===== config.mk =====
export PLATFORM = sky130hd
export DESIGN_NAME = stream_pattern_replace
export DESIGN_NICKNAME = d
export VERILOG_FILES = /design/src/sv/spr_pkg.sv /design/src/sv/stream_pattern_replace.sv /design/src/sv/spr_cell.sv /design/src/sv/spr_ofifo.sv /design/src/sv/spr_cfg.sv
export SDC_FILE = /design/constraint.sdc
export NUM_CORES = 1
export LEC_CHECK = 0
export ABC_AREA = 1
export BUFFER_PORTS_ARGS = -buffer_cell sky130_fd_sc_hd__buf_2
export CAP_MARGIN = 20
export CORE_MARGIN = 2
export CORE_UTILIZATION = 30
export CTS_BUF_LIST = sky130_fd_sc_hd__clkbuf_4
export CTS_CLUSTER_DIAMETER = 80
export DETAILED_ROUTE_END_ITERATION = 7
export GPL_ROUTABILITY_DRIVEN = 0
export SETUP_SLACK_MARGIN = 0.05
export SYNTH_ARGS = -nofsm -noshare
export SYNTH_HDL_FRONTEND = slang
export SYNTH_SLANG_ARGS = --single-unit

===== constraint.sdc =====
create_clock -name clk -period 9.3 [get_ports clk]
set_input_delay 1.395 -clock clk [delete_from_list [all_inputs] [get_ports clk]]
set_output_delay 1.395 -clock clk [all_outputs]
set_load 0.02 [all_outputs]

===== src/sv/spr_pkg.sv =====
// Shared types, constants and register codes for the stream pattern replacer.
package spr_pkg;

	localparam int MAX_PATTERN = 16;
	localparam int LEN_W = 5;
	localparam int CNT_W = (MAX_PATTERN > 1) ? $clog2(MAX_PATTERN) : 1;
	localparam int ADDR_W = 6;
	localparam int DATA_W = 64;
	localparam logic [31:0] TOTAL_MAX = 32'hFFFF_FFFF;

	typedef enum logic [2:0] {
		REG_PLEN = 3'd0,
		REG_PLO  = 3'd1,
		REG_PHI  = 3'd2,
		REG_RLO  = 3'd3,
		REG_RHI  = 3'd4
	} reg_idx_t;

	typedef enum logic [1:0] {
		ST_RUN,
		ST_REPL,
		ST_FLUSH
	} state_t;

	typedef struct packed {
		logic [7:0] in_byte;
		logic       in_last;
	} in_word_t;

	typedef struct packed {
		logic [7:0]  out_byte;
		logic        out_last;
		logic        from_replacement;
		logic [31:0] match_total;
	} out_word_t;

	typedef struct packed {
		logic [LEN_W-1:0]             len;
		logic [MAX_PATTERN-1:0][7:0] pattern;
		logic [MAX_PATTERN-1:0][7:0] replacement;
	} cfg_t;

endpackage


===== src/sv/stream_pattern_replace.sv =====
// Top level of the stream pattern replacer: window cells, sequencer and output queue.
//
//   port group  dir  handshake            word
//   in_*        in   in_valid / in_stall   in_word (in_byte, in_last)
//   out_*       out  out_valid / out_stall out_word (out_byte, out_last, from_replacement,
//                                           match_total)
//   p*          in   APB write/read        64-bit registers at byte address 8*index
//
// While the queue has room, a byte that gives at most one word is taken every cycle; a
// match of length L holds the input while the rest of the replacement leaves one word per
// cycle, and the last byte of a stream holds it while pending window bytes drain.
// Each word is registered in a two-entry queue and leaves from there on out_word.
// Window cells and queue entries hold no reset; all other registers are cleared.
// An output stall is absorbed by the queue, so one more byte is taken while a word waits.
module stream_pattern_replace (
	input  logic                       clk,
	input  logic                       arst_n,
	input  logic                       in_valid,
	output logic                       in_stall,
	input  spr_pkg::in_word_t          in_word,
	output logic                       out_valid,
	input  logic                       out_stall,
	output spr_pkg::out_word_t         out_word,
	input  logic                       psel,
	input  logic                       penable,
	input  logic                       pwrite,
	input  logic [spr_pkg::ADDR_W-1:0] paddr,
	input  logic [spr_pkg::DATA_W-1:0] pwdata,
	output logic [spr_pkg::DATA_W-1:0] prdata,
	output logic                       pready
);
	import spr_pkg::*;

	cfg_t             cfg;
	state_t           state_q;
	state_t           state_d;
	logic [CNT_W-1:0] count_q;
	logic [CNT_W-1:0] count_d;
	logic [CNT_W-1:0] k_q;
	logic [CNT_W-1:0] k_d;
	logic             last_q;
	logic             last_d;
	logic [31:0]      total_q;
	logic [31:0]      total_d;
	logic [31:0]      total_inc;
	logic [7:0]       view [MAX_PATTERN];
	logic [MAX_PATTERN-1:0] eq;
	logic [MAX_PATTERN-1:0] mask;
	logic [MAX_PATTERN-1:0] occupied;
	logic [LEN_W-1:0] count_p1;
	logic             room;
	logic             accept;
	logic             matched;
	logic             win_full;
	logic             shift;
	logic             push;
	out_word_t        push_word;

	spr_cfg u_cfg (
		.clk     (clk),
		.arst_n  (arst_n),
		.psel    (psel),
		.penable (penable),
		.pwrite  (pwrite),
		.paddr   (paddr),
		.pwdata  (pwdata),
		.prdata  (prdata),
		.pready  (pready),
		.cfg     (cfg)
	);

	for (genvar i = 0; i < MAX_PATTERN; i++) begin : g_cell
		logic [7:0] nbr;

		if (i == MAX_PATTERN - 1) begin : g_end
			assign nbr = in_word.in_byte;
		end else begin : g_mid
			assign nbr = view[i+1];
		end

		assign occupied[i] = (count_q > CNT_W'(i));
		assign mask[i]     = (LEN_W'(i) < cfg.len);

		spr_cell u_cell (
			.clk      (clk),
			.occupied (occupied[i]),
			.shift    (shift),
			.in_byte  (in_word.in_byte),
			.nbr      (nbr),
			.pat_byte (cfg.pattern[i]),
			.view     (view[i]),
			.eq       (eq[i])
		);
	end

	assign in_stall  = (state_q != ST_RUN) | ~room;
	assign accept    = in_valid & ~in_stall;
	assign count_p1  = LEN_W'(count_q) + LEN_W'(1);
	assign matched   = (cfg.len != '0) && (count_p1 >= cfg.len) && (&(eq | ~mask));
	assign win_full  = (cfg.len == '0) || (count_p1 >= cfg.len);
	assign total_inc = (total_q == TOTAL_MAX) ? total_q : total_q + 32'd1;

	always_comb begin
		state_d = state_q;
		unique case (state_q)
			ST_RUN: begin
				if (accept && matched && cfg.len != LEN_W'(1)) begin
					state_d = ST_REPL;
				end else if (accept && in_word.in_last && count_q != '0) begin
					state_d = ST_FLUSH;
				end
			end
			ST_REPL: begin
				if (room && (LEN_W'(k_q) + LEN_W'(1) == cfg.len)) begin
					state_d = (last_q && count_q != CNT_W'(1)) ? ST_FLUSH : ST_RUN;
				end
			end
			ST_FLUSH: begin
				if (room && count_q == CNT_W'(1)) begin
					state_d = ST_RUN;
				end
			end
			default: state_d = ST_RUN;
		endcase
	end

	always_comb begin
		push      = 1'b0;
		shift     = 1'b0;
		push_word = '0;
		count_d   = count_q;
		k_d       = k_q;
		last_d    = last_q;
		total_d   = total_q;
		unique case (state_q)
			ST_RUN: begin
				if (accept) begin
					last_d = in_word.in_last;
					if (matched) begin
						push                       = 1'b1;
						shift                      = 1'b1;
						push_word.out_byte         = cfg.replacement[0];
						push_word.from_replacement = 1'b1;
						push_word.match_total      = total_inc;
						total_d                    = total_inc;
						k_d                        = CNT_W'(1);
						if (cfg.len == LEN_W'(1) && in_word.in_last && count_q == '0) begin
							push_word.out_last = 1'b1;
							total_d            = '0;
						end
					end else if (win_full || in_word.in_last) begin
						push                  = 1'b1;
						shift                 = 1'b1;
						push_word.out_byte    = view[0];
						push_word.match_total = total_q;
						if (in_word.in_last && count_q == '0) begin
							push_word.out_last = 1'b1;
							total_d            = '0;
						end
					end else begin
						count_d = CNT_W'(count_p1);
					end
				end
			end
			ST_REPL: begin
				if (room) begin
					push                       = 1'b1;
					shift                      = 1'b1;
					push_word.out_byte         = cfg.replacement[k_q];
					push_word.from_replacement = 1'b1;
					push_word.match_total      = total_q;
					count_d                    = count_q - CNT_W'(1);
					k_d                        = k_q + CNT_W'(1);
					if ((LEN_W'(k_q) + LEN_W'(1) == cfg.len) && last_q
							&& count_q == CNT_W'(1)) begin
						push_word.out_last = 1'b1;
						total_d            = '0;
					end
				end
			end
			ST_FLUSH: begin
				if (room) begin
					push                  = 1'b1;
					shift                 = 1'b1;
					push_word.out_byte    = view[0];
					push_word.match_total = total_q;
					count_d               = count_q - CNT_W'(1);
					if (count_q == CNT_W'(1)) begin
						push_word.out_last = 1'b1;
						total_d            = '0;
					end
				end
			end
			default: begin
			end
		endcase
	end

	always_ff @(posedge clk or negedge arst_n) begin
		if (!arst_n) begin
			state_q <= ST_RUN;
			count_q <= '0;
			k_q     <= '0;
			last_q  <= 1'b0;
			total_q <= '0;
		end else begin
			state_q <= state_d;
			count_q <= count_d;
			k_q     <= k_d;
			last_q  <= last_d;
			total_q <= total_d;
		end
	end

	spr_ofifo u_ofifo (
		.clk       (clk),
		.arst_n    (arst_n),
		.push      (push),
		.push_word (push_word),
		.room      (room),
		.out_valid (out_valid),
		.out_stall (out_stall),
		.out_word  (out_word)
	);

endmodule


===== src/sv/spr_cell.sv =====
// One window cell: holds a pending byte, compares it, and shifts toward the oldest end.
module spr_cell (
	input  logic       clk,
	input  logic       occupied,
	input  logic       shift,
	input  logic [7:0] in_byte,
	input  logic [7:0] nbr,
	input  logic [7:0] pat_byte,
	output logic [7:0] view,
	output logic       eq
);

	logic [7:0] byte_q;

	assign view = occupied ? byte_q : in_byte;
	assign eq   = (view == pat_byte);

	always_ff @(posedge clk) begin
		byte_q <= shift ? nbr : view;
	end

endmodule


===== src/sv/spr_ofifo.sv =====
// Two-entry output queue that decouples the window logic from output stalls.
module spr_ofifo (
	input  logic               clk,
	input  logic               arst_n,
	input  logic               push,
	input  spr_pkg::out_word_t push_word,
	output logic               room,
	output logic               out_valid,
	input  logic               out_stall,
	output spr_pkg::out_word_t out_word
);
	import spr_pkg::*;

	out_word_t  mem_q [2];
	logic       wr_q;
	logic       rd_q;
	logic [1:0] cnt_q;
	logic       pop;

	assign out_valid = (cnt_q != 2'd0);
	assign room      = (cnt_q != 2'd2);
	assign out_word  = mem_q[rd_q];
	assign pop       = out_valid & ~out_stall;

	always_ff @(posedge clk) begin
		if (push) begin
			mem_q[wr_q] <= push_word;
		end
	end

	always_ff @(posedge clk or negedge arst_n) begin
		if (!arst_n) begin
			wr_q  <= 1'b0;
			rd_q  <= 1'b0;
			cnt_q <= 2'd0;
		end else begin
			if (push) begin
				wr_q <= ~wr_q;
			end
			if (pop) begin
				rd_q <= ~rd_q;
			end
			cnt_q <= cnt_q + 2'(push) - 2'(pop);
		end
	end

endmodule


===== src/sv/spr_cfg.sv =====
// APB register bank holding pattern length, pattern and replacement bytes.
module spr_cfg (
	input  logic                       clk,
	input  logic                       arst_n,
	input  logic                       psel,
	input  logic                       penable,
	input  logic                       pwrite,
	input  logic [spr_pkg::ADDR_W-1:0] paddr,
	input  logic [spr_pkg::DATA_W-1:0] pwdata,
	output logic [spr_pkg::DATA_W-1:0] prdata,
	output logic                       pready,
	output spr_pkg::cfg_t              cfg
);
	import spr_pkg::*;

	logic [LEN_W-1:0]  plen_q;
	logic [DATA_W-1:0] plo_q;
	logic [DATA_W-1:0] phi_q;
	logic [DATA_W-1:0] rlo_q;
	logic [DATA_W-1:0] rhi_q;
	logic              wr;
	reg_idx_t          idx;
	logic [127:0]      pat_all;
	logic [127:0]      rep_all;

	assign pready = 1'b1;
	assign wr     = psel & penable & pwrite;
	assign idx    = reg_idx_t'(paddr[ADDR_W-1:3]);

	always_ff @(posedge clk or negedge arst_n) begin
		if (!arst_n) begin
			plen_q <= '0;
			plo_q  <= '0;
			phi_q  <= '0;
			rlo_q  <= '0;
			rhi_q  <= '0;
		end else if (wr) begin
			unique case (idx)
				REG_PLEN: plen_q <= pwdata[LEN_W-1:0];
				REG_PLO:  plo_q  <= pwdata;
				REG_PHI:  phi_q  <= pwdata;
				REG_RLO:  rlo_q  <= pwdata;
				REG_RHI:  rhi_q  <= pwdata;
				default: begin
				end
			endcase
		end
	end

	always_comb begin
		unique case (idx)
			REG_PLEN: prdata = DATA_W'(plen_q);
			REG_PLO:  prdata = plo_q;
			REG_PHI:  prdata = phi_q;
			REG_RLO:  prdata = rlo_q;
			REG_RHI:  prdata = rhi_q;
			default:  prdata = '0;
		endcase
	end

	assign pat_all = {phi_q, plo_q};
	assign rep_all = {rhi_q, rlo_q};

	always_comb begin
		cfg.len = (plen_q > LEN_W'(MAX_PATTERN)) ? LEN_W'(MAX_PATTERN) : plen_q;
		for (int i = 0; i < MAX_PATTERN; i++) begin
			cfg.pattern[i]     = pat_all[8*i +: 8];
			cfg.replacement[i] = rep_all[8*i +: 8];
		end
	end

endmodule


# After elaboration in Yosys (flattened, before gate mapping)

Memory sizes are Yosys's and may differ from the RTL's.
Index checks and enable logic that the tools add are counted.

Output and inout bits: 109
Bits in writable memories: 84
Register bits: 436
Logic and storage cells: 251
Memories kept: 1

Reductions and logical operators: 39
Multiplexer cells: 85
Magnitude comparators: 35
Add/subtract/negate cells: 7
Eq/ne operators: 43
Bitwise operators: 12

Memories:

| name          | depth | bits a word | read ports | clocked after Yosys merged registers in | wr ports | RTL line        | source |
|---|---|---|---|---|---|---|---|
| u_ofifo.mem_q | 2     | 42          | 1          | 0                                       | 1        | spr_ofifo.sv:14 | `out_word_t mem_q [2];` |

Operator list:

| kind                  | number |
|---|---|
| $mux 32               | 13 |
| $pmux 64 s5           | 1 |
| $mux 8                | 33 |
| $pmux 32 s3           | 2 |
| $eq 8x8->1            | 16 |
| $mux 42               | 2 |
| $lt 4x5->1 const A    | 8 |
| $add 32x1->32 const B | 1 |
| $bmux 8 s4            | 1 |
| $eq 32x32->1 const B  | 1 |
| $gt 4x4->1 const B    | 8 |
| $mux 4                | 7 |
| $mux 9                | 3 |
| $pmux 9 s3            | 1 |
| $ne 2x2->1 const B    | 11 |
| $lt 3x5->1 const A    | 4 |
| $gt 4x3->1 const B    | 4 |
| $not 16->16           | 1 |
| $or 16x16->16         | 1 |
| $pmux 4 s2            | 2 |
| $reduce_and 16->1     | 1 |
| $logic_and 1x1->1     | 14 |
| $reduce_and 2->1      | 6 |
| $mux 1                | 11 |
| other kinds (45)      | 69 |

# Depth between registers and ports, before layout

Gate-level depths: netlist of run 1.

Depth after elaboration: 12
Gate-level depth with buffers: 23
Depth with buffers taken out: 23

# Hierarchy

A second synthesis of run 1 with hierarchy kept.

Cells, all modules: 4322
Area total of the unflattened synthesis: 30814.6 um2

By module, submodules not included:

| module                 | cells each | area an instance (um2) | instances |
|---|---|---|---|
| spr_cfg                | 1409       | 12169.2                | 1 |
| spr_cell               | 99         | 578.1                  | 16 |
| stream_pattern_replace | 1079       | 6083.3                 | 1 |
| spr_ofifo              | 250        | 3313.2                 | 1 |

# Worst setup path before layout of run 1

OpenSTA, ideal clock, no wires.

Path type: register to register
Start: register count_q[3]
End: memory u_ofifo.mem_q[1][0] (netlist name), enable pin
Clock period less this slack: 4.889 ns
Data arrival time: 4.446 ns
Setup time: 0.443 ns
Required time: 8.857 ns
Stages on the path, launching flop included: 21
Slack: 4.411 ns
Cells stage by stage: dfrtp_1 > buf_2 > inv_1 > buf_2 > nand2_1 > nand2_1 > nor2_1 > ha_1 > nand2_1 > inv_1 > o21ai_0 > nand3_1 > a21oi_1 > nand3_1 > inv_1 > nor2_2 > inv_1 > nand2_1 > nand2_1 > clkbuf_1 > nor2_1

Cells in the longest elaborated chain, start to end: 11
Elaborated cells on any way between the ends: 62
Those cells by class: add/sub: 1; order compare: 17; eq/ne: 16; mux: 22; bitwise: 1; reduce/logical: 5

RTL lines:

| element                                  | RTL line                      | source |
|---|---|---|
| from (decl)                              | stream_pattern_replace.sv:37  | `logic [CNT_W-1:0] count_q;` |
| from (signal assigned)                   | stream_pattern_replace.sv:208 | `count_q <= count_d;` |
| $gt 4x1->1, or another cell as far along | stream_pattern_replace.sv:81  | `assign occupied[i] = (count_q > CNT_W'(i));` |
| $mux 8                                   | spr_cell.sv:15                | `assign view = occupied ? byte_q : in_byte;` |
| $eq 8x8->1                               | spr_cell.sv:16                | `assign eq = (view == pat_byte);` |
| $or 16x16->16                            | stream_pattern_replace.sv:99  | `assign matched = (cfg.len != '0) && (count_p1 >= cfg.len) && (&(eq \| ~mask));` |
| $reduce_and 16->1                        | stream_pattern_replace.sv:99  |  |
| $logic_and 1x1->1                        | stream_pattern_replace.sv:99  |  |
| $mux 1 *                                 | stream_pattern_replace.sv:139 | `if (matched) begin` |
| $mux 1 *                                 | stream_pattern_replace.sv:137 | `if (accept) begin` |
| $pmux 1 s2 *                             | stream_pattern_replace.sv:135 | `unique case (state_q)` |
| $mux 1 *                                 | spr_ofifo.sv:26               | `if (push) begin` |
| $mux 1 (implied by the code) *           | spr_ofifo.sv:27               | `mem_q[wr_q] <= push_word;` |
| to (decl)                                | spr_ofifo.sv:14               |  |

Every way passes the cells marked *; elsewhere a longest branch is shown, timed or not.

==> out/metrics.cfg, run 1 <==
[sta]
max_freq_ghz = 0.1613
period_share_pct = 66.66
period_needed_ns = 6.199
relSlewSlack_pct = 28.97
setup_violations = 0
worstMarginPinSlew_ns = 1.065
fin_skew_ns = 0.1018
fin_setup_tns_ns = 0
rsz0062_at_grt = no
slew_violations = 0
final-hold-violation-count = 0

[drt]
routedWlPerCell_um = 19.97
drc = 0
wirelength_um = 109300
ant_nets = 0
first_iter_violations = 3672
vias = 28210
via_per_inst = 5.156
dr.pass1.iters = 7

[final_layout]
area_growth_pct = 14.56
layout_commonest_cell = nand2_1
drive_above_1_share_pct = 12.48
finalNonFillerCells = 5470
multi_input_area_mm2 = 0.01301
seq_area_mm2 = 0.01263
nets = 4196
final_cell_mix = nand2_1 (1,400), o21ai_0 (498), inv_1 (395)
nFillCells = 10040

[global_route]
track_usage_pct = 22.52
grt_pass1_vias = 25200
grt_pass1_wl_um = 161200
grt_max_degree = 107
antenna_found_initial = 9
gr-total-overflow = 0

[clocking]
cts_tree = yes
clk_path_buf_depth = 3
numCtsBuffers = 150
clkLatencyLatePin_ns = 1.05
cts-root-buf = clkbuf_4
post-cts-setup-buffers = 0
hold_buffers = 0
cts_repair_resize_count = 0
cts_sinks = 512
h-tree-depth = 4
clkTransAtPathRegs_ns = 0.07

[critical_path]
crit_slowest_cell = o21ai_1
crit_path_max_fanout = 46
endpoint_kind = flip-flop
critical_path.max_stage_delay_ns = 0.71
crit_type = reg2reg
required_ns = 9.97
cpMostUsedCell = nand2_1
critPathLaunchType = flip-flop
cp.arrival_ns = 6.86
crit_chain = inv_1 -> ha_1 -> inv_1 -> nand2_1 -> nand2_1 -> nand2_1 -> nand2_1 -> nand2_1 -> nand2_1 -> nand2_1 -> nand2_1 -> nor2_1 -> nand2_1 -> nand2_1 -> nand2_1 -> inv_2 -> nand3_2 -> nor2_4 -> buf_4 -> o21ai_1 -> nand2_1 -> a21oi_1

[hold_path]
hp-class = in2async

[floorplanning]
boundaryPins = 195
initial_core_util_pct = 30.15
design.core.area_mm2 = 0.09291
fp.dieW_um = 309.6
die_area_mm2 = 0.09584
die_h_um = 309.6
row_count = 112

[job]
drv_cap = 0

[yosys]
avgSynthCellArea_um2 = 7.114
ys_warn_count = 0
synthCells = 3938
syn-num-nets = 4041
ys_seq_area_share_pct = 45.09
netlist_area_mm2 = 0.02801
ys_ff_latch = 512
synth.distinct_cells = 43

[pwr]
ir_drop_uv = 172.3
power_density_mw_per_mm2 = 301.2
p_leak_uw = 0.01514

[status]
status = finished clean

[placement]
dp_cells = 5194
hpwl_um = 77250
port_buffers = 190

## through the flow
stage / instance area (um2) / setup slack [ns] / util, % / hold slack, ns / total power (uW)
3_3_place_gp: 30000 / 3.000 / 32.29 / 0.4659 / 7195
6_report: 32090 / 3.101 / 34.54 / 0.3796 / 9667
2_1_floorplan: 28010 / 4.411 / - / 0.4530 / 5948
5_1_grt: 32090 / 2.752 / 34.54 / 0.3511 / 10340
4_1_cts: 32070 / 2.953 / 34.52 / 0.2913 / 9628
3_5_place_dp: 30000 / 2.969 / 32.29 / 0.4731 / 7261
## worst max-delay path, delay by kind of cell (launching register included)
kind | cells | cell delay (ns)
buf+inv | 4 | 0.98
compound gates | 2 | 1.33
fa+ha+maj | 1 | 0.21
simple gates | 15 | 2.86
flops | 1 | 0.48
## registers in the layout, indices dropped and copies added, names as in the netlist, 2 cells and up
register,count
g_cell.u_cell.byte_q,120
u_ofifo.mem_q,84
u_cfg.rlo_q,64
count_q,4
u_cfg.phi_q,64
total_q,32
u_ofifo.cnt_q,2
u_cfg.plen_q,5
state_q,2
u_cfg.plo_q,64
u_cfg.rhi_q,64
k_q,4
## worst paths after layout
| check | startpoint | end | slack, ns | depth (start not counted) |
|---|---|---|---|---|
| max | count_q[1] | u_ofifo.mem_q[0][41] | 3.10 | 22 |
| min | arst_n | u_cfg.phi_q[31] | 0.38 | 1 |
| max reg2reg | count_q[1] | u_ofifo.mem_q[0][41] | 3.10 | 22 |
| min reg2reg | u_cfg.rhi_q[20] | u_cfg.rhi_q[20] | 0.49 | 2 |
| max in group asynchronous | arst_n | u_cfg.plo_q[40] | 7.16 | 3 |
| min in group clk | u_cfg.rhi_q[20] | u_cfg.rhi_q[20] | 0.49 | 2 |
## layout make-up
| class | count | area share [%] |
|---|---|---|
| multi-input combinational | 2792 | 40.53 |
| sequential | 512 | 39.37 |
| clock buffer | 239 | 5.591 |
| tap | 1254 | 4.889 |
| inverter | 409 | 4.784 |
| timing repair buffer | 228 | 3.946 |
| clock inverter | 34 | 0.8772 |
| antenna | 2 | 0.01560 |
## cells in the mapped netlist, drive strengths merged
| library cell | instances | share of area [%] |
|---|---|---|
| o211ai | 26 | 0.70 |
| nand3b | 41 | 1.1 |
| a31oi | 18 | 0.40 |
| a21oi | 123 | 2.2 |
| buf | 52 | 0.95 |
| xnor2 | 11 | 0.34 |
| a22oi | 1 | 0.027 |
| a221o | 28 | 1.0 |
| nor3 | 33 | 0.61 |
| inv | 400 | 5.4 |
| o21ai | 561 | 10 |
| o22ai | 35 | 0.78 |
| nor4b | 1 | 0.031 |
| xor2 | 24 | 0.75 |
| a211oi | 1 | 0.027 |
| a21boi | 2 | 0.054 |
| dfrtp | 308 | 28 |
| clkinv | 9 | 0.12 |
| and3 | 1 | 0.022 |
| edfxtp | 84 | 9.0 |
| nor3b | 1 | 0.027 |
| nand2 | 1409 | 19 |
| nand4 | 18 | 0.40 |
| nor2 | 123 | 1.7 |
| nand3 | 264 | 4.8 |
| a221oi | 5 | 0.16 |
| or2 | 9 | 0.20 |
| dfxtp | 120 | 8.6 |
| clkbuf | 173 | 2.3 |
| o2111ai | 32 | 1.0 |
| nor4 | 7 | 0.16 |
| ha | 17 | 0.76 |
| conb | 1 | 0.013 |
## cells by family (layout without fill, tap and decap cells)
| family | after synthesis | after routing | synth area share [%] |
|---|---|---|---|
| DFF | 512 | 512 | 45.09 |
| buffers and inverters | 634 | 910 | 8.745 |
| and+or+nand+nor | 1907 | 1907 | 27.93 |
| other | 1 | 3 | 0.01339 |
| AOI/OAI and AO/OA | 832 | 832 | 16.36 |
| xor gates and xnor gates | 35 | 35 | 1.094 |
| adders and majority gates | 17 | 17 | 0.7593 |
## per-layer routing
layer | vias up | GRT usage (%) | share of wire [%]
met5 | - | 0 | 0.022
met4 | 4 | 9.980 | 3.9
met3 | 204 | 5.533 | 11
met2 | 1571 | 32.03 | 42
met1 | 13140 | 32.07 | 43
li1 | 13290 | - | -
## power by group
group	switching (uW)	internal [uW]
Combinational	2800	1100
Sequential	439	2970
Clock	1070	1280
No activity file was read; power rests on OpenSTA's default activity.
==> run 2, diff against run 1 <==
--- a/config.mk
+++ b/config.mk
@@ -5,7 +5,7 @@
 export SDC_FILE = /design/constraint.sdc
 export NUM_CORES = 1
 export LEC_CHECK = 0
-export ABC_AREA = 1
+export ABC_AREA = 0
 export BUFFER_PORTS_ARGS = -buffer_cell sky130_fd_sc_hd__buf_2
 export CAP_MARGIN = 20
 export CORE_MARGIN = 2
==> constraint.sdc (replaced) <==
create_clock -name clk -period 6.5 [get_ports clk]
set_input_delay 0.975 -clock clk [delete_from_list [all_inputs] [get_ports clk]]
set_output_delay 0.975 -clock clk [all_outputs]
set_load 0.02 [all_outputs]
==> out/metrics.cfg, run 2 <==
[sta]
setup_violations = 0
period_share_pct = 80.19
relSlewSlack_pct = 24.57
slew_violations = 0
rsz0062_at_grt = no
fin_skew_ns = 0.08104
max_freq_ghz = 0.1918
worstMarginPinSlew_ns = 1.129
final-hold-violation-count = 0
period_needed_ns = 5.213
fin_setup_tns_ns = 0

[floorplanning]
fp.dieW_um = 304.3
design.core.area_mm2 = 0.08974
die_h_um = 304.3
row_count = 110
boundaryPins = 195
die_area_mm2 = 0.09263
initial_core_util_pct = 30.16

[pwr]
ir_drop_uv = 212.6
fin_total_pwr_uw = 13940
p_leak_uw = 0.01292
power_density_mw_per_mm2 = 449.1

[final_layout]
largest_reg_flops = 120
final_cell_mix = dfrtp_1 (304), mux2_2 (301), clkbuf_4 (214)
area_growth_pct = 14.70
reg_top3 = g_cell.u_cell.byte_q (120), u_ofifo.mem_q (84)
layout_commonest_cell = dfrtp_1
finalNonFillerCells = 4025
nets = 2845
regMostFlops = g_cell.u_cell.byte_q
drive_above_1_share_pct = 29.53

[drt]
wl_met2_um = 43410
highest_layer = met5
first_iter_violations = 2303
wirelength_um = 96290
drc = 0
dr.pass1.iters = 6
via_per_inst = 5.594
vias = 22520
wl_met3_um = 8794
ant_nets = 0
routedWlPerCell_um = 23.92
wirelength_met1_um = 40460

[clocking]
clk_path_buf_depth = 3
post-cts-setup-buffers = 0
hold_buffers = 0
cts-root-buf = clkbuf_4
clkLatencyLatePin_ns = 1.03
cts_tree = yes
h-tree-depth = 4
cts_sinks = 512
cts_repair_resize_count = 0
numCtsBuffers = 136
clkTransAtPathRegs_ns = 0.07

[yosys]
synthCells = 2540
syn-num-nets = 2643
synth_ff_type = dfrtp_1
synthMostInstantiatedCell = dfrtp_1
netlist_area_mm2 = 0.02706
ys_seq_area_share_pct = 46.68
async_reset_ff_share_pct = 60.16
synth_area_leader_cell = dfrtp_1
ys_ff_latch = 512
avgSynthCellArea_um2 = 10.65
synth.distinct_cells = 91
synth_common_cells = dfrtp_1 (308), mux2_2 (301), nand2_1 (193), a22oi_1 (141), nor2_1 (130)
synth_top_area_share_pct = 28.48
ys_warn_count = 0
synth_edf_count = 84
netlist_top_cells_area = dfrtp_1 (28%), mux2_2 (13%), edfxtp_1 (9.3%)

[global_route]
grt_pass1_vias = 21380
grt_max_degree = 134
track_usage_pct = 20.29
grt_pass1_wl_um = 142100
gr-total-overflow = 0
antenna_found_initial = 14

[critical_path]
startpoint = count_q[0]
required_ns = 7.38
critPathLaunchType = flip-flop
crit_path_max_fanout = 22
crit_type = reg2reg
timing.rr.start = count_q[0]
endpoint_kind = flip-flop
cp.arrival_ns = 6.09

[placement]
port_buffers = 190
dp_cells = 3780
hpwl_um = 68050

[hold_path]
hp-class = in2async

[job]
drv_cap = 0

[status]
status = finished clean

==> run 2: layout make-up <==
type                    instances  area [um2]
well taps                    1176        1471
multi-input cells            1779       13470
diodes                          4       10.01
inverters                      81       304.0
clock buffers                 214        1607
fillers                      9154       58700
repair buffers                232        1339
flip-flops and latches        512       12640
clock inverters                27       203.9
==> run 2: stage by stage <==
step	setup WS (ns)	area [um2]	util, %	hold slack [ns]
after floorplan	1.413	27060	-	0.4596
after global placement	1.246	29220	32.56	0.4932
after detailed placement	1.203	29220	32.56	0.4944
after CTS	1.377	31030	34.58	0.06760
after global routing	1.014	31030	34.58	0.1818
final	1.287	31040	34.59	0.1022
==> run 2: final timing paths <==
path / end / slack (ns) / cells after the start
worst max-delay path: total_q[24] / 1.29 / 14
worst min-delay path: u_cfg.rlo_q[42] / 0.10 / 1
worst max register to register: total_q[24] / 1.29 / 14
worst min register to register: g_cell[0].u_cell.byte_q[7] / 0.51 / 2
max in group asynchronous: u_cfg.plo_q[4] / 4.90 / 2
min in group clk: u_cfg.rlo_q[30] / 0.22 / 2
==> run 2: critical path, stage by stage (launching register included) <==
cell	delay (ns)
dfrtp_1	0.74
inv_1	0.25
ha_1	0.28
buf_4	0.18
and3b_1	0.66
mux2i_1	0.29
xnor2_1	0.10
a2111oi_2	0.32
nand3_1	0.37
nor3b_2	0.27
o2111ai_1	0.24
or2_4	0.35
a31oi_4	0.62
buf_4	0.32
o21ai_1	0.08
==> run 2: logic make-up after synthesis <==
family                   synth area share, %
buffers and inverters                  3.810
other                                0.01386
adder cells (fa/ha/maj)               0.7860
XOR/XNOR                               5.197
flip-flops                             46.68
AND/OR/NAND/NOR                        9.598
multiplexers                           17.97
AO/OA/AOI/OAI                          15.95
==> run 2: power breakdown <==
group / switching [uW] / total, uW / internal (uW)
Combinational: 3230 / 5440 / 2210
Clock: 1440 / 3050 / 1610
Sequential: 1140 / 5450 / 4310
==> run 2: metal layers <==
| layer | GRT usage (%) | up-vias |
|---|---|---|
| met1 | 27.30 | 11110 |
| met3 | 4.736 | 237 |
| met5 | 0 | - |
| met2 | 31.38 | 1179 |
| met4 | 8.301 | 14 |
| li1 | - | 9974 |
